### src/hdl/assert_macros.svh
// Assertion helpers shared by the RTL.
// Each macro expects clk and rst_n in scope; checks are off while reset is held.
`ifndef ASSERT_MACROS_SVH
`define ASSERT_MACROS_SVH

// Condition holds at every clock edge
`define ASSERT_HOLDS(lbl, cond) \
    lbl: assert property (@(posedge clk) disable iff (!rst_n) (cond)) \
        else $error("%m: invariant violated");

// Same-cycle implication
`define ASSERT_IMPL(lbl, ante, cons) \
    lbl: assert property (@(posedge clk) disable iff (!rst_n) (ante) |-> (cons)) \
        else $error("%m: implication violated");

// Next-cycle implication
`define ASSERT_NEXT(lbl, ante, cons) \
    lbl: assert property (@(posedge clk) disable iff (!rst_n) (ante) |=> (cons)) \
        else $error("%m: next-cycle implication violated");

`endif

### src/hdl/hwrl_pkg.sv
package hwrl_pkg;

    // Table geometry
    localparam int TABLE_INDEX_BITS = 10;
    localparam int TABLE_SIZE       = 1 << TABLE_INDEX_BITS;

    // Field widths
    localparam int HASH_W         = 32;
    localparam int TIME_W         = 32;
    localparam int COUNT_W        = 8;
    localparam int BYTE_W         = 8;
    localparam int BUCKET_INDEX_W = 10;
    localparam int WINDOW_W       = 16;
    localparam int IGNORE_W       = 16;
    localparam int CFG_INDEX_W    = 2;
    localparam int CFG_DATA_W     = 16;

    // Hash multiplier 31 is done as (h << 5) - h
    localparam int HASH_SHIFT = 5;

    // Job queue between front and back
    localparam int FIFO_DEPTH = 2;
    localparam int FIFO_PTR_W = (FIFO_DEPTH > 1) ? $clog2(FIFO_DEPTH) : 1;
    localparam int FIFO_CNT_W = $clog2(FIFO_DEPTH + 1);

    // Register reset values
    localparam logic [WINDOW_W-1:0] WINDOW_RESET = WINDOW_W'(1);
    localparam logic [COUNT_W-1:0]  LIMIT_RESET  = COUNT_W'(5);
    localparam logic [IGNORE_W-1:0] IGNORE_RESET = IGNORE_W'(60);

    // Configuration register indexes
    typedef enum logic [CFG_INDEX_W-1:0] {
        CFG_WINDOW = 2'd0,
        CFG_LIMIT  = 2'd1,
        CFG_IGNORE = 2'd2
    } cfg_reg_t;

    // Back-end sequencer states
    typedef enum logic [1:0] {
        BK_CLEAR,
        BK_IDLE,
        BK_READ
    } back_state_t;

    typedef struct packed {
        logic [BYTE_W-1:0] name_byte;
        logic              name_end;
        logic [TIME_W-1:0] now_seconds;
    } in_item_t;

    typedef struct packed {
        logic                      ignore_sender;
        logic [BUCKET_INDEX_W-1:0] bucket_index;
    } out_item_t;

    typedef struct packed {
        logic [WINDOW_W-1:0] window_seconds;
        logic [COUNT_W-1:0]  message_limit;
        logic [IGNORE_W-1:0] ignore_seconds;
    } cfg_t;

    typedef struct packed {
        logic [TABLE_INDEX_BITS-1:0] index;
        logic [TIME_W-1:0]           now;
    } job_t;

    typedef struct packed {
        logic [TIME_W-1:0]  stamp;
        logic [COUNT_W-1:0] count;
    } bucket_t;

    typedef struct packed {
        logic full;
        logic empty;
    } fifo_stat_t;

endpackage

### src/hdl/hwrl_front.sv
module hwrl_front (
    input  logic                 clk,
    input  logic                 rst_n,
    input  logic                 in_valid,
    output logic                 in_ready,
    input  hwrl_pkg::in_item_t   in_data,
    input  logic                 clear_busy,
    input  hwrl_pkg::fifo_stat_t fifo_stat,
    output logic                 push,
    output hwrl_pkg::job_t       push_job
);
    import hwrl_pkg::*;

    logic [HASH_W-1:0] hash_reg;
    logic [HASH_W-1:0] hash_next;
    logic [HASH_W-1:0] hash_mix;
    logic [HASH_W-1:0] byte_sext;
    logic              accept;

    // hash*31 + sign-extended byte
    assign byte_sext = {{(HASH_W-BYTE_W){in_data.name_byte[BYTE_W-1]}}, in_data.name_byte};
    assign hash_mix  = (hash_reg << HASH_SHIFT) - hash_reg + byte_sext;

    // Hold off bytes while the table clears or the queue is full
    assign in_ready = !clear_busy && !fifo_stat.full;
    assign accept   = in_valid && in_ready;

    // Name end hands a job to the back end
    assign push           = accept && in_data.name_end;
    assign push_job.index = hash_mix[TABLE_INDEX_BITS-1:0];
    assign push_job.now   = in_data.now_seconds;

    always_comb
    begin
        hash_next = hash_reg;
        if (accept)
        begin
            hash_next = in_data.name_end ? '0 : hash_mix;
        end
    end

    always_ff @(posedge clk or negedge rst_n)
    begin
        if (!rst_n)
        begin
            hash_reg <= '0;
        end
        else
        begin
            hash_reg <= hash_next;
        end
    end

endmodule

### config.mk
export PLATFORM = sky130hd
export DESIGN_NAME = hwrl_front
export DESIGN_NICKNAME = d
export VERILOG_FILES = /design/src/hdl/assert_macros.svh /design/src/hdl/hwrl_pkg.sv /design/src/hdl/hwrl_front.sv
export SDC_FILE = /design/constraint.sdc
export NUM_CORES = 1
export LEC_CHECK = 0
export BUFFER_PORTS_ARGS = -buffer_cell sky130_fd_sc_hd__buf_2
export CORE_MARGIN = 2
export CORE_UTILIZATION = 44
export DETAILED_ROUTE_END_ITERATION = 10
export HOLD_SLACK_MARGIN = 0.12
export PLACE_DENSITY = 0.95
export SYNTH_ARGS = -nofsm -noshare
export SYNTH_HDL_FRONTEND = slang
export SYNTH_SLANG_ARGS = --single-unit
### constraint.sdc
create_clock -name clk -period 5.2 [get_ports clk]
set_input_delay 1.04 -clock clk [delete_from_list [all_inputs] [get_ports clk]]
set_output_delay 1.04 -clock clk [all_outputs]
set_load 0.03 [all_outputs]
### After elaboration in Yosys (flattened, before gate mapping)

Cells that the tools add are included.

| operators by class | value |
|---|---|
| $add $sub $neg | 2 |
| $mul | 0 |
| div/mod/pow operators | 0 |
| $lt $le $gt $ge | 0 |
| equality and inequality tests | 0 |
| shifts and indexed selects | 0 |
| mux-type cells | 1 |
| bitwise operators | 0 |
| reductions and logical operators | 5 |

Operator list:

| operator | number |
|---|---|
| $add 32x32->32 | 1 |
| $mux 32 | 1 |
| $sub 32x32->32 | 1 |
| $logic_and 1x1->1 | 3 |
| $logic_not 1->1 | 2 |

| storage, ports and cells | value |
|---|---|
| bits in registers | 32 |
| bits in latches | 0 |
| RAM bits | 0 |
| ROM bits | 0 |
| input bits | 47 |
| logic and storage cells | 9 |
| memories | 0 |

### Depth between registers and ports, before layout

Gate-level depths: netlist (run 1).

| logic depth | value |
|---|---|
| word-level depth | 4 |
| gate-level depth with buffers | 10 |
| mapped depth without buffers | 10 |

### Least setup slack after synthesis (run 1)

OpenSTA, ideal clock, no wires.

| timing | value |
|---|---|
| path kind | input to output |
| from | input port in_data[40] (netlist name) |
| to | output port push_job[41] (netlist name) |
| arrival time | 3064 ps |
| required time | 4160 ps |
| path slack | 1096 ps |
| cell stages on the path | 9 |
| buffers on the path | 0 |
| cells stage by stage | inv_1 > fa_1 > inv_1 > ha_1 > nand2_1 > a211oi_2 > nor2_1 > xnor2_1 > xnor2_1 |

RTL lines:

| what | line | RTL |
|---|---|---|
| from (decl) | hwrl_front.sv:6 | `input hwrl_pkg::in_item_t in_data,` |
| to (decl) | hwrl_front.sv:10 | `output hwrl_pkg::job_t push_job` |

==> results of run 1 <==
==> placed cells by master, fill, tap and decap left out <==
master    synthesis  layout
a211oi_2          2       2
a21o_1            1       1
a21oi_1           8       8
a21oi_2           1       1
a221o_1           1       1
a22o_1            4       4
a41o_1            3       3
and2_1            1       1
buf_2             0      25
clkbuf_4          0       3
dfrtp_1          10      10
fa_1              5       5
ha_1             13      13
inv_1            20      20
nand2_1           8       8
nand3_2           1       1
nor2_1            3       3
nor2_4            1       1
nor2b_1           2       2
nor3b_1           2       2
nor4_1            2       2
o21ai_0           4       4
o21ai_1           1       1
o21bai_1          2       2
o31ai_1           1       1
or3_1             1       1
xnor2_1           8       8
xor2_1            2       2
==> layer usage <==
layer	routed length, µm	global-route usage (%)	up-vias
li1	-	-	426
met1	976	17.88	407
met2	1110	23.81	23
met3	148	2.268	0
met4	0	6.312	0
met5	0	0	-
==> worst max-delay path by stage <==
stage                 from            to  slack, ns  depth (start not counted)
6_report       in_data[40]  push_job[41]       0.92                         11
5_1_grt        in_data[40]  push_job[41]       0.79                         11
4_1_cts        in_data[40]  push_job[41]       0.90                         11
3_5_place_dp   in_data[40]  push_job[41]       0.91                         11
3_3_place_gp   in_data[40]  push_job[41]       0.99                         11
2_1_floorplan  in_data[40]  push_job[41]       1.10                          9
==> final cells by class <==
type | instances | area share (%)
multi-input combinational | 77 | 56.67
sequential | 10 | 21.19
timing repair buffer | 25 | 10.59
inverter | 20 | 6.356
tap | 31 | 3.284
clock buffer | 3 | 1.907
==> power breakdown <==
group	leakage (µW)	total, µW	internal [µW]	switching, µW
combinational	0.000476	942	335	607
sequential	0.000129	128	108	20.2
clock	0.0000138	50.7	26.6	24.1
total	0.000619	1120	469	652
==> kinds of logic (layout without fill, tap and decap cells) <==
logic type | count (synthesis) | after routing | share of synthesized area (%)
xor gates and xnor gates | 10 | 10 | 7.071
and+or+nand+nor | 21 | 21 | 9.293
DFF | 10 | 10 | 20.20
adders and majority gates | 18 | 18 | 21.21
buffers and inverters | 53 | 48 | 25.76
AOI/OAI and AO/OA | 28 | 28 | 16.46
==> per-stage QoR <==
step,instances,utilization (%),instance area [µm²],hold slack (ns)
finish,166,43.58,1181,0.5089
global route,166,43.58,1181,0.5341
CTS,166,43.58,1181,0.5109
detailed placement,163,42.75,1159,0.4921
global placement,163,42.75,1159,0.4663
floorplan,140,-,1239,0.4498
==> worst register-to-register path: stages (launching register included) <==
cell      delay, ns
dfrtp_1        0.36
inv_1          0.09
fa_1           0.51
inv_1          0.05
ha_1           0.33
nand2_1        0.10
a211oi_2       0.31
nor2_1         0.10
xnor2_1        0.16
a221o_1        0.32
==> flow_metrics.tcl, run 1 <==
set metrics [dict create \
    status "completed" \
    multi_input_area_um2 669.4 \
    hold_viol 0 \
    avgSynthCellArea_um2 8.848 \
    ys_seq_area_share_pct 20.20 \
    synthTopCellsByCount "buf_4, inv_1, ha_1" \
    grt_pass1_wl_um 3684 \
    synth_most_common_cell "buf_4" \
    drt_pre_antenna_iters 4 \
    finalCritPeriodShare_pct 82.22 \
    leakagePower_uw 0.0006186 \
    setup_slack_ns 0.9246 \
    drc_errors 0 \
    wl_per_cell_um 13.46 \
    min_path_type "flip-flop to flip-flop" \
    fillerInstances 297 \
    hpwl_um 1892 \
    vias 856 \
    crit_path_max_incr_delay_ns 0.54 \
    dieWidth_um 57.06 \
    yosysWarnings 0 \
    yosys.area.top_type "dfrtp_1" \
    drive_above_1_share_pct 24.44 \
    setup-violations-final 0 \
    syn-cell-area_um2 1239 \
    synth_edf_count 0 \
    dieHeight_um 57.06 \
    worstSetupPathType "input pin to primary output" \
    setup-tns-final_ns 0 \
    slew-limit-headroom_pct 74.02 \
    postCtsSetupRepairBufs 0 \
    reg2reg_from "hash_reg[3]" \
    core_um2 2710 \
    critPathSlowestCell "fa_1" \
    clkTransAtPathRegs_ns 0.06 \
    critPathTopFamily "adder cells" \
    arrival_ns 3.24 \
    ir_worst_vdd_mv 0.7088 \
    synth_cells 140 \
    diodes 0 \
    power_density_nw_per_um2 949.1 \
    ant_nets 0 \
    antenna_found_initial 0 \
    drt-total-wl_um 2234 \
    cts_max_level 1 \
    root_buffer "clkbuf_4" \
    largest_reg_flops 10 \
    clock-skew-final_ns 0.002708 \
    grt_max_degree 14 \
    worstPathRequired_ns 4.16 \
    cts_buffers 3 \
    insertion_delay_ns 0.26 \
    min_to "hash_reg[0]" \
    min_from "hash_reg[0]" \
    drv_cap 0 \
    worst-path-buf-inv 4 \
    place.gp.congestion 0.8774 \
    grt_usage_pct 14.15 \
    fp-row-count 19 \
    syn-num-nets 205 \
    clock_path_buffers 2 \
    syn_to_final_growth_pct -4.647 \
    fin_crit_ns 4.275 \
    end_kind "primary output" \
    path_max_fanout 3 \
    cp-start-kind "input pin" \
    ff2ff_path_depth 9 \
    max_freq_ghz 0.2339 \
    reg2reg_slack_ns 2.75 \
    synth_top_area_share_pct 20.20 \
    num-nets-final 202 \
    start_util_pct 45.71 \
    synth_seq_cells 10 \
    fin_total_pwr_uw 1121 \
    cts-resized-gates 0 \
    vias_per_cell 5.157 \
    dieArea_um2 3256 \
    synthFlopType "dfrtp_1" \
    cts_sinks 10 \
    dp_slack_ns 0.9094 \
    holdBufCountCts 0 \
    rsz0062_at_grt "no" \
    grt_pass1_vias 871 \
    cts_tree "done" \
    overflow 0 \
    synth_area_leaders "dfrtp_1, buf_4, ha_1, fa_1, inv_1" \
    finalMaxSlewViolations 0 \
    r2r-end "hash_reg[9]" \
    drtIter0Drc 24 \
    min_path_cells 2 \
    ys_types 28 \
    worst_pin_slew_ns 0.3888 \
    io-pin-count 91 \
    seq_area_um2 250.2 \
    crit_chain "buf_2, inv_1, fa_1, inv_1, ha_1, nand2_1, a211oi_2, nor2_1, xnor2_1, xnor2_1, buf_2" \
    portBuffers 25 \
    synthArstFlopShare_pct 100.0 \
]
Note: power is estimated with default switching activity, not from simulation.
==> inputs of run 2 (changes only) <==
--- a/config.mk
+++ b/config.mk
@@ -7,10 +7,10 @@
 export LEC_CHECK = 0
 export BUFFER_PORTS_ARGS = -buffer_cell sky130_fd_sc_hd__buf_2
 export CORE_MARGIN = 2
-export CORE_UTILIZATION = 44
+export CORE_UTILIZATION = 41
 export DETAILED_ROUTE_END_ITERATION = 10
 export HOLD_SLACK_MARGIN = 0.12
-export PLACE_DENSITY = 0.95
+export PLACE_DENSITY = 0.91
 export SYNTH_ARGS = -nofsm -noshare
 export SYNTH_HDL_FRONTEND = slang
 export SYNTH_SLANG_ARGS = --single-unit
==> constraint.sdc (replaced) <==
create_clock -name clk -period 4.2 [get_ports clk]
set_input_delay 0.84 -clock clk [delete_from_list [all_inputs] [get_ports clk]]
set_output_delay 0.84 -clock clk [all_outputs]
set_load 0.03 [all_outputs]
==> flow_metrics.tcl, run 2 (synthesis results as in run 1) <==
set metrics [dict create \
    drtIter0Drc 26 \
    status "complete, but fails checks" \
    start_util_pct 44.16 \
    core_um2 2805 \
    clock_path_buffers 2 \
    worstSetupPathType "input pin to primary output" \
    drive_above_1_share_pct 25.00 \
    num-nets-final 202 \
    hpwl_um 1971 \
    grt_pass1_vias 847 \
    ff2ff_path_depth 9 \
    path_max_fanout 3 \
    worstPathRequired_ns 3.36 \
    r2r-end "hash_reg[9]" \
    min_path_type "input pin to async pin" \
    cts_tree "done" \
    violations "design-rule violations" \
    diodes 0 \
    dieHeight_um 58.97 \
    fin_cells 167 \
    fin_crit_ns 3.855 \
    antenna_found_initial 0 \
    vias_per_cell 5.305 \
    max_freq_ghz 0.2594 \
    grt_usage_pct 15.13 \
    finalMaxSlewViolations 0 \
    fin_area_um2 1195 \
    drt_pre_antenna_iters 7 \
    power_density_nw_per_um2 1194 \
    leakagePower_uw 0.0006258 \
    layout_common_cells "buf_2, inv_1, ha_1" \
    slew-limit-headroom_pct 71.67 \
    reg2reg_slack_ns 1.79 \
    drc_errors 6 \
    io-pin-count 91 \
    setup-violations-final 0 \
    fp-row-count 19 \
    overflow 0 \
    dieArea_um2 3477 \
    syn_to_final_growth_pct -3.535 \
    cts-resized-gates 0 \
    final_common_cell "buf_2" \
    largest_reg_flops 10 \
    ant_nets 0 \
    worst_pin_slew_ns 0.4240 \
    place.gp.congestion 0.8837 \
    hold_viol 0 \
    setup-tns-final_ns 0 \
    cts_sinks 10 \
    postCtsSetupRepairBufs 0 \
    insertion_delay_ns 0.27 \
    cts_max_level 1 \
    cp-start-kind "input pin" \
    vias 886 \
    drt-total-wl_um 2385 \
    dp_cells 163 \
    ir_worst_vdd_mv 0.8118 \
    root_buffer "clkbuf_4" \
    drv_cap 0 \
    grt_pass1_wl_um 3891 \
    wl_per_cell_um 14.28 \
    rsz0062_at_grt "no" \
    dpl-instance-area_um2 1159 \
    holdBufCountCts 0 \
    finalCritPeriodShare_pct 91.79 \
    grt_max_degree 14 \
    end_kind "primary output" \
    clock-skew-final_ns 0.001550 \
    cts_buffers 3 \
    reg2reg_from "hash_reg[3]" \
    portBuffers 25 \
    dieWidth_um 58.97 \
    arrival_ns 3.02 \
    clkTransAtPathRegs_ns 0.07 \
]
## run 2: cell count changes in the layout (fill, tap and decap cells not counted), sizes merged
cell    change
clkbuf      +1
## run 2: per-stage QoR
stage	hold slack (ns)	total power (µW)	util, %	setup slack, ns
finish	0.4232	1427	42.60	0.3450
global route	0.4212	1546	42.60	0.1716
CTS	0.4245	1424	42.60	0.3519
detailed placement	0.4950	1327	41.30	0.3626
global placement	0.4650	1305	41.30	0.4124
floorplan	0.4498	1118	-	0.4959
## run 2: worst max path at each step
stage	from	endpoint	slack, ns	depth (start not counted)
after floorplan	in_data[40]	push_job[41]	0.50	9
after global placement	in_data[40]	push_job[41]	0.41	11
after detailed placement	in_data[40]	push_job[41]	0.36	11
after CTS	in_data[40]	push_job[41]	0.35	11
after global routing	in_data[40]	push_job[41]	0.17	11
final	in_data[40]	push_job[41]	0.34	11
## run 2: report_power, final
part	internal, µW	switching (µW)	total (µW)
registers	133	22.8	156
clock network	52.7	35.6	88.3
logic	415	768	1180
## run 2: final cells by class
type / count / area [µm²]
Clock buffer: 4 / 36.28
Fill cell: 285 / 1610
Inverter: 20 / 75.07
Multi-Input combinational cell: 77 / 669.4
Sequential cell: 10 / 250.2
Tap cell: 31 / 38.79
Timing Repair Buffer: 25 / 125.1
## run 2: layer usage
layer  up-vias  share of wire, %  GRT usage, %
li1        430                 -             -
met4         0                 0         3.571
met3         0               9.0         5.275
met2        45                46         23.17
met1       411                45         20.55
met5         -                 0             0
## run 2: worst max-delay path, cell delays in order
cell and delay (ns):
buf_2 0.10, inv_1 0.08, fa_1 0.55, inv_1 0.05, ha_1 0.33, nand2_1 0.10, a211oi_2 0.27, nor2_1 0.11
xnor2_1 0.24, xnor2_1 0.15, buf_2 0.22
