### config.mk
export PLATFORM = sky130hd
export DESIGN_NAME = hwrl_fifo
export DESIGN_NICKNAME = d
export VERILOG_FILES = /design/src/hdl/assert_macros.svh /design/src/hdl/hwrl_pkg.sv /design/src/hdl/hwrl_fifo.sv
export SDC_FILE = /design/constraint.sdc
export NUM_CORES = 1
export LEC_CHECK = 0
export BUFFER_PORTS_ARGS = -buffer_cell sky130_fd_sc_hd__buf_2
export CORE_MARGIN = 4
export CORE_UTILIZATION = 56
export DETAILED_ROUTE_END_ITERATION = 16
export HOLD_SLACK_MARGIN = 0.06
export PLACE_DENSITY = 0.83
export SYNTH_ARGS = -nofsm -noshare
export SYNTH_HDL_FRONTEND = slang
export SYNTH_SLANG_ARGS = --single-unit
### constraint.sdc
create_clock -name clk -period 6.05 [get_ports clk]
set_clock_uncertainty 0.05 [all_clocks]
set_input_delay 1.21 -clock clk [delete_from_list [all_inputs] [get_ports clk]]
set_output_delay 1.21 -clock clk [all_outputs]
set_load 0.1 [all_outputs]
### src/hdl/assert_macros.svh
// Assertion helpers shared by the RTL.
// Each macro expects clk and rst_n in scope; checks are off while reset is held.
`ifndef ASSERT_MACROS_SVH
`define ASSERT_MACROS_SVH

// Condition holds at every clock edge
`define ASSERT_HOLDS(lbl, cond) \
    lbl: assert property (@(posedge clk) disable iff (!rst_n) (cond)) \
        else $error("%m: invariant violated");

// Same-cycle implication
`define ASSERT_IMPL(lbl, ante, cons) \
    lbl: assert property (@(posedge clk) disable iff (!rst_n) (ante) |-> (cons)) \
        else $error("%m: implication violated");

// Next-cycle implication
`define ASSERT_NEXT(lbl, ante, cons) \
    lbl: assert property (@(posedge clk) disable iff (!rst_n) (ante) |=> (cons)) \
        else $error("%m: next-cycle implication violated");

`endif

### src/hdl/hwrl_pkg.sv
package hwrl_pkg;

    // Table geometry
    localparam int TABLE_INDEX_BITS = 10;
    localparam int TABLE_SIZE       = 1 << TABLE_INDEX_BITS;

    // Field widths
    localparam int HASH_W         = 32;
    localparam int TIME_W         = 32;
    localparam int COUNT_W        = 8;
    localparam int BYTE_W         = 8;
    localparam int BUCKET_INDEX_W = 10;
    localparam int WINDOW_W       = 16;
    localparam int IGNORE_W       = 16;
    localparam int CFG_INDEX_W    = 2;
    localparam int CFG_DATA_W     = 16;

    // Hash multiplier 31 is done as (h << 5) - h
    localparam int HASH_SHIFT = 5;

    // Job queue between front and back
    localparam int FIFO_DEPTH = 2;
    localparam int FIFO_PTR_W = (FIFO_DEPTH > 1) ? $clog2(FIFO_DEPTH) : 1;
    localparam int FIFO_CNT_W = $clog2(FIFO_DEPTH + 1);

    // Register reset values
    localparam logic [WINDOW_W-1:0] WINDOW_RESET = WINDOW_W'(1);
    localparam logic [COUNT_W-1:0]  LIMIT_RESET  = COUNT_W'(5);
    localparam logic [IGNORE_W-1:0] IGNORE_RESET = IGNORE_W'(60);

    // Configuration register indexes
    typedef enum logic [CFG_INDEX_W-1:0] {
        CFG_WINDOW = 2'd0,
        CFG_LIMIT  = 2'd1,
        CFG_IGNORE = 2'd2
    } cfg_reg_t;

    // Back-end sequencer states
    typedef enum logic [1:0] {
        BK_CLEAR,
        BK_IDLE,
        BK_READ
    } back_state_t;

    typedef struct packed {
        logic [BYTE_W-1:0] name_byte;
        logic              name_end;
        logic [TIME_W-1:0] now_seconds;
    } in_item_t;

    typedef struct packed {
        logic                      ignore_sender;
        logic [BUCKET_INDEX_W-1:0] bucket_index;
    } out_item_t;

    typedef struct packed {
        logic [WINDOW_W-1:0] window_seconds;
        logic [COUNT_W-1:0]  message_limit;
        logic [IGNORE_W-1:0] ignore_seconds;
    } cfg_t;

    typedef struct packed {
        logic [TABLE_INDEX_BITS-1:0] index;
        logic [TIME_W-1:0]           now;
    } job_t;

    typedef struct packed {
        logic [TIME_W-1:0]  stamp;
        logic [COUNT_W-1:0] count;
    } bucket_t;

    typedef struct packed {
        logic full;
        logic empty;
    } fifo_stat_t;

endpackage

### src/hdl/hwrl_fifo.sv
module hwrl_fifo (
    input  logic                 clk,
    input  logic                 rst_n,
    input  logic                 push,
    input  hwrl_pkg::job_t       push_job,
    input  logic                 pop,
    output hwrl_pkg::job_t       head,
    output hwrl_pkg::fifo_stat_t stat
);
    import hwrl_pkg::*;

    job_t                  entries_reg [FIFO_DEPTH];
    logic [FIFO_PTR_W-1:0] wr_ptr_reg;
    logic [FIFO_PTR_W-1:0] wr_ptr_next;
    logic [FIFO_PTR_W-1:0] rd_ptr_reg;
    logic [FIFO_PTR_W-1:0] rd_ptr_next;
    logic [FIFO_CNT_W-1:0] count_reg;
    logic [FIFO_CNT_W-1:0] count_next;

    assign head       = entries_reg[rd_ptr_reg];
    assign stat.full  = (count_reg == FIFO_CNT_W'(FIFO_DEPTH));
    assign stat.empty = (count_reg == '0);

    // Pointer and occupancy update
    always_comb
    begin
        wr_ptr_next = wr_ptr_reg;
        rd_ptr_next = rd_ptr_reg;
        count_next  = count_reg;
        if (push)
        begin
            wr_ptr_next = (wr_ptr_reg == FIFO_PTR_W'(FIFO_DEPTH - 1)) ? '0 : wr_ptr_reg + 1'b1;
        end
        if (pop)
        begin
            rd_ptr_next = (rd_ptr_reg == FIFO_PTR_W'(FIFO_DEPTH - 1)) ? '0 : rd_ptr_reg + 1'b1;
        end
        if (push && !pop)
        begin
            count_next = count_reg + 1'b1;
        end
        else if (pop && !push)
        begin
            count_next = count_reg - 1'b1;
        end
    end

    always_ff @(posedge clk or negedge rst_n)
    begin
        if (!rst_n)
        begin
            wr_ptr_reg <= '0;
            rd_ptr_reg <= '0;
            count_reg  <= '0;
        end
        else
        begin
            wr_ptr_reg <= wr_ptr_next;
            rd_ptr_reg <= rd_ptr_next;
            count_reg  <= count_next;
        end
    end

    // Entry storage, no reset needed
    always_ff @(posedge clk)
    begin
        if (push)
        begin
            entries_reg[wr_ptr_reg] <= push_job;
        end
    end

endmodule

-- Word-level counts from Yosys, hierarchy flattened
Memories as Yosys holds them, arrays and structs flattened.
Index checks and enable logic that the tools add are counted.
- memories kept: 1
- input port bits: 46
- bits in writable memories: 84
- word-level logic and storage cells: 21
- output and inout bits: 44
- bits in registers: 4
- mux-type cells: 6
- $add $sub $neg: 4
- reduce and logical (&&, ||, !) cells: 6
- equal/unequal tests: 1
- memory list (name ; words ; width ; rd ports ; clocked after memory_dff ; write ports ; line ; text):
    entries_reg ; 2 ; 42 ; 1 ; 0 ; 1 ; hwrl_fifo.sv:12 ; job_t entries_reg [FIFO_DEPTH];
- operators by type and width (operator ; count):
    $mux W1 ; 4
    $mux W2 ; 2
    $add A1 B1 Y1 const B ; 2
    $add A2 B1 Y2 const B ; 1
    $eq A2 B2 Y1 const B ; 1
    $logic_and A1 B1 Y1 ; 2
    $logic_not A1 Y1 ; 2
    $logic_not A2 Y1 ; 1
    $reduce_bool A2 Y1 ; 1
    $sub A2 B1 Y2 const B ; 1

-- Depth between registers and ports, before layout
Gate-level depths: netlist (run 1).
- word-level depth: 4
- gate-level depth with buffers: 5
- depth with buffers taken out: 5

-- Worst setup path after synthesis (run 1)
No wires, ideal clock.
- path type: input -> register
- from: input push
- to: memory entries_reg[0][0] (netlist name), enable pin
- path slack: 2.469 ns
- buffers on the path: 0
- library setup time: 0.446 ns
- required time: 5.554 ns
- stages on the path: 1
- arrival: 3.085 ns
- cell sequence: nor2b_1
- longest elaborated chain between the ends: 2
- RTL lines (what ; line ; text):
    start, declared ; hwrl_fifo.sv:4 ; input logic push,
    $mux W1 ; hwrl_fifo.sv:67 ; if (push)
    $mux W1 (implied by the code) ; hwrl_fifo.sv:69 ; entries_reg[wr_ptr_reg] <= push_job;
    end, declared ; hwrl_fifo.sv:12 ;
Every way passes these cells.

==> results of run 1 <==
metrics by stage:
step | setup WS (ps) | instance area [um2]
after floorplan | 2469 | 3420
after global placement | 2889 | 3885
after detailed placement | 2857 | 3885
after CTS | 2481 | 4144
after global routing | 2375 | 4144
final | 2515 | 4144
worst max-delay path, delay by kind of cell (launching register included):
family	cells	cell delay, ps
muxes	1	390
DFF	1	740
buffers and inverters	2	800
cell usage after synthesis:
library cell  number  area, um2
dfrtp_1            4      100.1
buf_6              1      11.26
nor2b_1            2      12.51
nor2_1             2      7.510
xnor2_1            1      8.760
ha_1               1      12.51
edfxtp_1          84       2522
inv_1              1      3.750
buf_12             4      80.08
mux2_4            39      585.6
xor2_1             4      35.03
mux2_2             3      33.78
and2_1             1      6.260
layer usage:
metal / part of all wire (%) / wire (um) / global-route usage [%] / up-vias
met5: 0 / 0 / 0 / -
met4: 0.37 / 19 / 4.748 / 0
met3: 8.8 / 454 / 6.340 / 2
met2: 50 / 2588 / 23.27 / 60
met1: 41 / 2093 / 17.53 / 758
li1: - / - / - / 768
final cells by class:
class	count	area (um2)	share of cell area, %
Tap cell	75	93.84	2.264
Sequential cell	88	2624	63.32
Clock buffer	10	127.6	3.080
Timing Repair Buffer	90	452.9	10.93
Clock inverter	6	131.4	3.170
Multi-Input combinational cell	53	710.7	17.15
Inverter	1	3.754	0.09058
kinds of logic after synthesis:
family	after synthesis
flops	88
buf+inv	6
xor+xnor	5
mux	42
fa+ha+maj	1
simple gates	5
how the worst max path moves through the flow:
stage                         to       start
6_report                head[22]  rd_ptr_reg
5_1_grt                 head[22]  rd_ptr_reg
4_1_cts                 head[21]  rd_ptr_reg
3_5_place_dp            head[21]  rd_ptr_reg
3_3_place_gp            head[22]  rd_ptr_reg
2_1_floorplan  entries_reg[0][0]        push
==> metrics.md, run 1 <==
| Metric | Value |
|---|---|
| Worst slew pin tran | `approximately 1100 ps` |
| # port buffers | `89` |
| Die Height | `86.14 um` |
| FF-to-FF path depth | `1` |
| Max-Cap Viols | `0` |
| DRC | `0` |
| Worst-path cell chain | `buf_4 > mux2_2 > buf_2` |
| XOR/XNOR Fraction of Synth Area | `about 1.3%` |
| CP max stage cell | `dfrtp_2` |
| Final ANT Viol Nets | `0` |
| DPL Wire Length | `3544 um` |
| Layout fillers | `slightly below 400` |
| Vias per cell | `just under 5` |
| Final std cells w/o fill | `roughly 320` |
| Final setup vio count | `0` |
| Worst Hold Depth | `1` |
| CTS Hold Buffers Added | `0` |
| Synth Instances | `147` |
| Min-Delay Endpoint | `count_reg[1]` |
| Ys Warns | `0` |
| CTS tree | `yes` |
| Final hold vios | `0` |
| Drt wl/cell | `15.96 um` |
| Worst hold margin | `about 470 ps` |
| Post_cts resized | `0` |
| Post-layout minimum cycle time | `between 3000 and 4000 ps` |
| CTS Buf Count | `9` |
| Worst r2r dst | `entries_reg[0][37]` |
| IO Count | `90` |
| Share of layout cells above drive strength 1 | `60.08%` |
| Number of flip-flops in the largest register | `84` |
| Hold Crit Start | `count_reg[1]` |
| Global route total overflow | `0` |
| TNS Setup | `0 ps` |
| Sink Count | `88` |
| Outcome | `completed` |
| Mux cell area share after synthesis | `18.11%` |
| Clock transition at path regs | `80 ps` |
| DRT Wirelength | `5155 um` |
| Synth Area in Adders | `less than 1%` |
| Crit path kind | `reg -> out` |
| Maximum clock rate | `approximately 0.28 GHz` |
| R2r setup slk | `4270 ps` |
| CTS Root Cell | `clkbuf_8` |
| HP Class | `reg -> reg` |
| Fin util | `69.99%` |
| Worst skew pair latency | `330 ps` |
| Startpoint Class | `register` |
| First-pass GRT wire length | `7879 um` |
| Slew headroom | `23.23%` |
| Nets | `290` |
| Diode count | `0` |
| Inst Count DP | `307` |
| Synth Area in Simple Gates | `0.7684%` |
| Post-synthesis cell area | `3420 um2` |
| Area added between synthesis and finish | `21.19%` |
| Pin count of the biggest net entering global routing | `43` |
| WP data arrival | `roughly 2300 ps` |
| Syn_nets | `194` |
| Worst path max stage delay | `between 700 and 800 ps` |
| Seq/Total Area, Yosys | `76.69%` |
| Vias in the first global route | `1665` |
| RSZ-0062 raised after global routing | `no` |
| Starting Density | `57.76%` |
| Cell Rows | `28` |
| Most frequent cells in the layout | `buf_2 (89), edfxtp_1 (84), mux2_4 (39)` |
| Largest family of logic cells by synthesized area | `multiplexers` |
| Initial antenna violation count | `0` |
| Yosys reg bits | `88` |
| Compound-Gate Fraction of Synth Area | `0%` |
| Longest Clk Path Bufs | `2` |
| Mean Syn Cell Area | `approximately 23 um2` |
| Gr usage total | `14.45%` |
| Drt first-iter violations | `45` |
| Post-synth cell types | `13` |
| Worst Path Max Fanout | `26` |
| Vias | `1588` |
| Worst Setup End Kind | `output pin` |
| Postcts setup bufs | `0` |
| Detailed Routing Iterations Pass 1 | `4` |
| Slew Limit Fails | `0` |
| Die width | `86.14 um` |
| Core area | `approximately 5900 um2` |
| GP Congestion | `0.6682` |
| Tcrit/Tclk final | `about three fifths` |
| Commonest non-fill, non-tap cell in the layout | `buf_2` |
| Die area | `7420 um2` |
| Worst Path Required | `4790 ps` |
| Htree depth | `3` |
| R2r startpoint | `wr_ptr_reg` |
Power of run 1 is left out: the tool's default activity adds up to more than one toggle a clock period on the data nets, which glitch-free logic cannot reach.
==> run 2: changes to the inputs <==
--- a/config.mk
+++ b/config.mk
@@ -7,10 +7,10 @@
 export LEC_CHECK = 0
 export BUFFER_PORTS_ARGS = -buffer_cell sky130_fd_sc_hd__buf_2
 export CORE_MARGIN = 4
-export CORE_UTILIZATION = 56
+export CORE_UTILIZATION = 47
 export DETAILED_ROUTE_END_ITERATION = 16
 export HOLD_SLACK_MARGIN = 0.06
-export PLACE_DENSITY = 0.83
+export PLACE_DENSITY = 0.74
 export SYNTH_ARGS = -nofsm -noshare
 export SYNTH_HDL_FRONTEND = slang
 export SYNTH_SLANG_ARGS = --single-unit
==> constraint.sdc (replaced) <==
create_clock -name clk -period 3.2 [get_ports clk]
set_clock_uncertainty 0.05 [all_clocks]
set_input_delay 0.64 -clock clk [delete_from_list [all_inputs] [get_ports clk]]
set_output_delay 0.64 -clock clk [all_outputs]
set_load 0.1 [all_outputs]
==> metrics.md, run 2 (same netlist as run 1, synthesis figures left out) <==
| Metric | Value |
|---|---|
| GP Congestion | `0.6747 (+0.97%)` |
| RSZ-0062 raised after global routing | `no` |
| Diode count | `0 (unchanged)` |
| Vias in the first global route | `1766 (+6.1%)` |
| Detailed Routing Iterations Pass 1 | `4 (unchanged)` |
| Most frequent cells in the layout | `buf_2 (89), edfxtp_1 (84), mux2_4 (39)` |
| HP Class | `in -> reg` |
| Longest Clk Path Bufs | `2 (unchanged)` |
| First-pass GRT wire length | `8769 um (+11%)` |
| Tcrit/Tclk final | `85.68%` |
| Share of layout cells above drive strength 1 | `60.56% (+0.48 points)` |
| Global route total overflow | `0 (unchanged)` |
| CTS Root Cell | `clkbuf_8` |
| DRC | `0 (unchanged)` |
| Fin util | `60.85% (-9.1 points)` |
| Cell Rows | `30 (+7.1%)` |
| DPL Wire Length | `3895 um (+9.9%)` |
| CTS tree | `yes` |
| Drt first-iter violations | `41 (-8.9%)` |
| Metal-1 WL | `2466 um (+18%)` |
| Crit path kind | `reg -> out` |
| # port buffers | `89 (unchanged)` |
| Hold Crit Start | `push_job[9]` |
| Outcome | `completed` |
| Vias per cell | `4.741 (-3.6%)` |
| Nets | `294 (+1.4%)` |
| Max-Cap Viols | `0 (unchanged)` |
| CTS Buf Count | `9 (unchanged)` |
| Met2 WL post-DR | `2647 um (+2.3%)` |
| Final setup vio count | `0 (unchanged)` |
| Sink Count | `88 (unchanged)` |
| Drt wl/cell | `16.28 um (+2.0%)` |
| Worst Hold Depth | `1 (unchanged)` |
| WP data arrival | `2050 ps (-220 ps)` |
| TNS Setup | `0 ps (unchanged)` |
| Number of flip-flops in the largest register | `84 (unchanged)` |
| Die Height | `93.30 um (+8.3%)` |
| Worst slew pin tran | `626.5 ps (-522.7 ps)` |
| Starting Density | `49.24% (-8.5 points)` |
| Commonest non-fill, non-tap cell in the layout | `buf_2` |
| DR top layer | `met4` |
| Slew headroom | `58.15% (+35 points)` |
| Slew Limit Fails | `0 (unchanged)` |
| Worst Setup End Kind | `output pin` |
| Final hold vios | `0 (unchanged)` |
| FF-to-FF path depth | `2 (+1)` |
| Final ANT Viol Nets | `0 (unchanged)` |
| Worst skew pair latency | `330 ps (about the same)` |
| Pin count of the biggest net entering global routing | `27 (-37%)` |
| R2r startpoint | `wr_ptr_reg` |
| R2r setup slk | `1610 ps (-2660 ps)` |
| Die width | `93.30 um (+8.3%)` |
| Worst Path Max Fanout | `26 (unchanged)` |
| Htree depth | `3 (unchanged)` |
| Core area | `6944 um2 (+17%)` |
| Maximum clock rate | `0.3647 GHz` |
| Area added between synthesis and finish | `23.56%` |
| Post-layout minimum cycle time | `roughly 2700 ps` |
| DRT Wirelength | `5650 um (+9.6%)` |
| DR WL met3 | `439 um (-3.3%)` |
| IO Count | `90 (unchanged)` |
| Initial antenna violation count | `0 (unchanged)` |
| Vias | `1645 (+3.6%)` |
| Gr usage total | `13.61% (-0.85 points)` |
| Worst Path Required | `2510 ps (-2280 ps)` |
| Clock transition at path regs | `80 ps (about the same)` |
| Worst r2r dst | `entries_reg[0][4]` |
| Min-Delay Endpoint | `entries_reg[1][9]` |
| Startpoint Class | `register` |
| Die area | `8704 um2 (+17%)` |
==> run 2: changes by cell type in the layout (fill, tap and decap cells not counted), sizes merged <==
cell / change
buf: +3
clkbuf: -1
clkinv: +1
clkinvlp: -1
dlygate4sd3: +1
==> run 2: layer usage <==
layer	vias up	GRT usage, %
met4	0	5.983
met1	792	17.69
met3	11	3.701
met5	-	0
met2	73	21.44
li1	769	-
==> run 2: worst max-delay path by stage <==
stage                    start           endpoint  slack, ps
global route        rd_ptr_reg           head[22]        350
detailed placement  rd_ptr_reg           head[22]        800
global placement    rd_ptr_reg           head[26]        810
finish              rd_ptr_reg           head[22]        460
floorplan                 push  entries_reg[0][0]        190
CTS                 rd_ptr_reg           head[22]        410
==> run 2: metrics by stage <==
step | worst slack, ps | hold slack, ps | area (um2) | cells
floorplan | 188.8 | 294.4 | 3420 | 147
global placement | 813.3 | 405.1 | 3959 | 331
detailed placement | 798.3 | 404.6 | 3959 | 331
CTS | 411.4 | 413.9 | 4225 | 347
global route | 349.6 | 410.9 | 4225 | 347
finish | 458.2 | 430.6 | 4225 | 347
==> run 2: worst max-delay path, cell delays in order, from the launching register on <==
cell and delay, ps:
dfrtp_2 750, buf_12 310, mux2_2 360, buf_2 290
==> run 2: repair_timing <==
| action | in CTS | in global routing |
|---|---|---|
| resized for setup | 0 | 0 |
| buffers inserted | 0 | 0 |
| hold endpoints to repair | 4 | 0 |
| hold buffers | 1 | 0 |
==> run 2: area by class of cell <==
class,count,area (um2)
sequential,88,2624
tap,96,120.1
inverter,1,3.754
timing repair buffer,94,510.5
clock inverter,6,132.6
multi-input combinational,53,710.7
clock buffer,9,123.9
fill,538,2719
Power of run 2 is left out for the same reason.
==> run 3: changes to the inputs <==
--- a/config.mk
+++ b/config.mk
@@ -7,10 +7,10 @@
 export LEC_CHECK = 0
 export BUFFER_PORTS_ARGS = -buffer_cell sky130_fd_sc_hd__buf_2
 export CORE_MARGIN = 4
-export CORE_UTILIZATION = 47
+export CORE_UTILIZATION = 35
 export DETAILED_ROUTE_END_ITERATION = 16
 export HOLD_SLACK_MARGIN = 0.06
-export PLACE_DENSITY = 0.74
+export PLACE_DENSITY = 0.58
 export SYNTH_ARGS = -nofsm -noshare
 export SYNTH_HDL_FRONTEND = slang
 export SYNTH_SLANG_ARGS = --single-unit
==> metrics.md, run 3 (same netlist as run 1, synthesis figures left out) <==
| Metric | Value |
|---|---|
| Outcome | `completed` |
| WP data arrival | `2050 ps (about the same)` |
| Fin util | `44.31% (-17 points)` |
| Startpoint Class | `register` |
| Slew headroom | `62.16% (+4.0 points)` |
| CTS Root Cell | `clkbuf_8` |
| Drt first-iter violations | `36 (-12%)` |
| Cell Rows | `35 (+17%)` |
| Global route total overflow | `0 (unchanged)` |
| Post-route cell area | `4153 um2 (-1.7%)` |
| Worst slew pin tran | `567.5 ps (-58.93 ps)` |
| Pin count of the biggest net entering global routing | `35 (+30%)` |
| Share of layout cells above drive strength 1 | `59.13% (-1.4 points)` |
| Worst Setup End Kind | `output pin` |
| GP Congestion | `0.6639 (-1.6%)` |
| FF-to-FF path depth | `2 (unchanged)` |
| TNS Setup | `0 ps (unchanged)` |
| Die area | `11420 um2 (+31%)` |
| Core area | `9371 um2 (+35%)` |
| Htree depth | `3 (unchanged)` |
| Starting Density | `36.49% (-13 points)` |
| HP Class | `in -> reg` |
| Clock transition at path regs | `80 ps (about the same)` |
| Diode count | `0 (unchanged)` |
| DRC | `0 (unchanged)` |
| Gr usage total | `10.29% (-3.3 points)` |
| RSZ-0062 raised after global routing | `no` |
| DPL Wire Length | `3825 um (-1.8%)` |
| CTS Buf Count | `9 (unchanged)` |
| First-pass GRT wire length | `8721 um (-0.55%)` |
| Final hold vios | `0 (unchanged)` |
| Vias per cell | `4.255 (-10%)` |
| Post-layout minimum cycle time | `2741 ps (-0.3110 ps)` |
| Die Height | `106.8 um (+15%)` |
| Sink Count | `88 (unchanged)` |
| # port buffers | `89 (unchanged)` |
| R2r setup slk | `1570 ps (-40 ps)` |
| Worst Path Max Fanout | `27 (+3.8%)` |
| Crit path kind | `reg -> out` |
| Worst Hold Depth | `1 (unchanged)` |
| CTS tree | `yes` |
| Detailed Routing Iterations Pass 1 | `4 (unchanged)` |
| Area added between synthesis and finish | `21.44%` |
| Final ANT Viol Nets | `0 (unchanged)` |
| Most frequent cells in the layout | `buf_2 (89), edfxtp_1 (84), mux2_4 (39)` |
| Final setup vio count | `0 (unchanged)` |
| Worst skew pair latency | `330 ps (about the same)` |
| Worst hold margin | `433.5 ps (+2.871 ps)` |
| Slew Limit Fails | `0 (unchanged)` |
| Drt wl/cell | `14.89 um (-8.5%)` |
| Vias | `1621 (-1.5%)` |
| DRT Wirelength | `5674 um (+0.42%)` |
| Nets | `294 (unchanged)` |
| Postcts setup bufs | `0 (unchanged)` |
| Vias in the first global route | `1732 (-1.9%)` |
| Worst Path Required | `2510 ps (about the same)` |
| Max-Cap Viols | `0 (unchanged)` |
| Tcrit/Tclk final | `85.67% (about the same)` |
| Die width | `106.8 um (+15%)` |
| IO Count | `90 (unchanged)` |
| Number of flip-flops in the largest register | `84 (unchanged)` |
| Placed Instance Area | `3988 um2 (+0.73%)` |
| Commonest non-fill, non-tap cell in the layout | `buf_2` |
| Maximum clock rate | `0.3648 GHz (about the same)` |
| Longest Clk Path Bufs | `2 (unchanged)` |
| Initial antenna violation count | `0 (unchanged)` |
[run 3: area by class of cell]
class | instances | area (um2)
well taps | 129 | 161.4
inverters | 1 | 3.754
clock inverters | 5 | 23.77
repair buffers | 94 | 498.0
multi-input cells | 53 | 710.7
fillers | 867 | 5219
flip-flops and latches | 88 | 2624
clock buffers | 11 | 131.4
[run 3: stage by stage]
step	setup slack, ps	cells
2_1_floorplan	188.8	147
3_3_place_gp	816.7	364
3_5_place_dp	799.0	364
4_1_cts	415.4	381
5_1_grt	355.1	381
6_report	458.5	381
[run 3: path summary, 6_finish.rpt]
| kind | start | endpoint |
|---|---|---|
| worst max-delay path | rd_ptr_reg | head[22] |
| worst min-delay path | push_job[10] | entries_reg[0][10] |
| worst max register to register | wr_ptr_reg | entries_reg[0][20] |
| worst min register to register | count_reg[1] | count_reg[1] |
| max in group asynchronous | rst_n | rd_ptr_reg |
| min in group asynchronous | rst_n | count_reg[0] |
[run 3: per-layer routing]
metal	vias to the layer above	GRT usage [%]	wire, um	part of all wire [%]
li1	770	-	-	-
met4	0	3.562	0	0
met2	63	17.45	2901	51
met5	-	0	0	0
met1	788	11.92	2372	42
met3	0	3.974	400	7.0
[run 3: what timing repair did]
action / in CTS / in global routing
gates resized for setup: 0 / 0
endpoints found under the hold margin: 4 / 0
hold buffers: 1 / 0
endpoints found under the setup margin: 0 / 0
[run 3: critical path, cell delays in order, from the launching register on]
cell and delay (ps):
dfrtp_2 740, buf_12 300, mux2_2 360, buf_2 290
Power of run 3 is left out for the same reason.
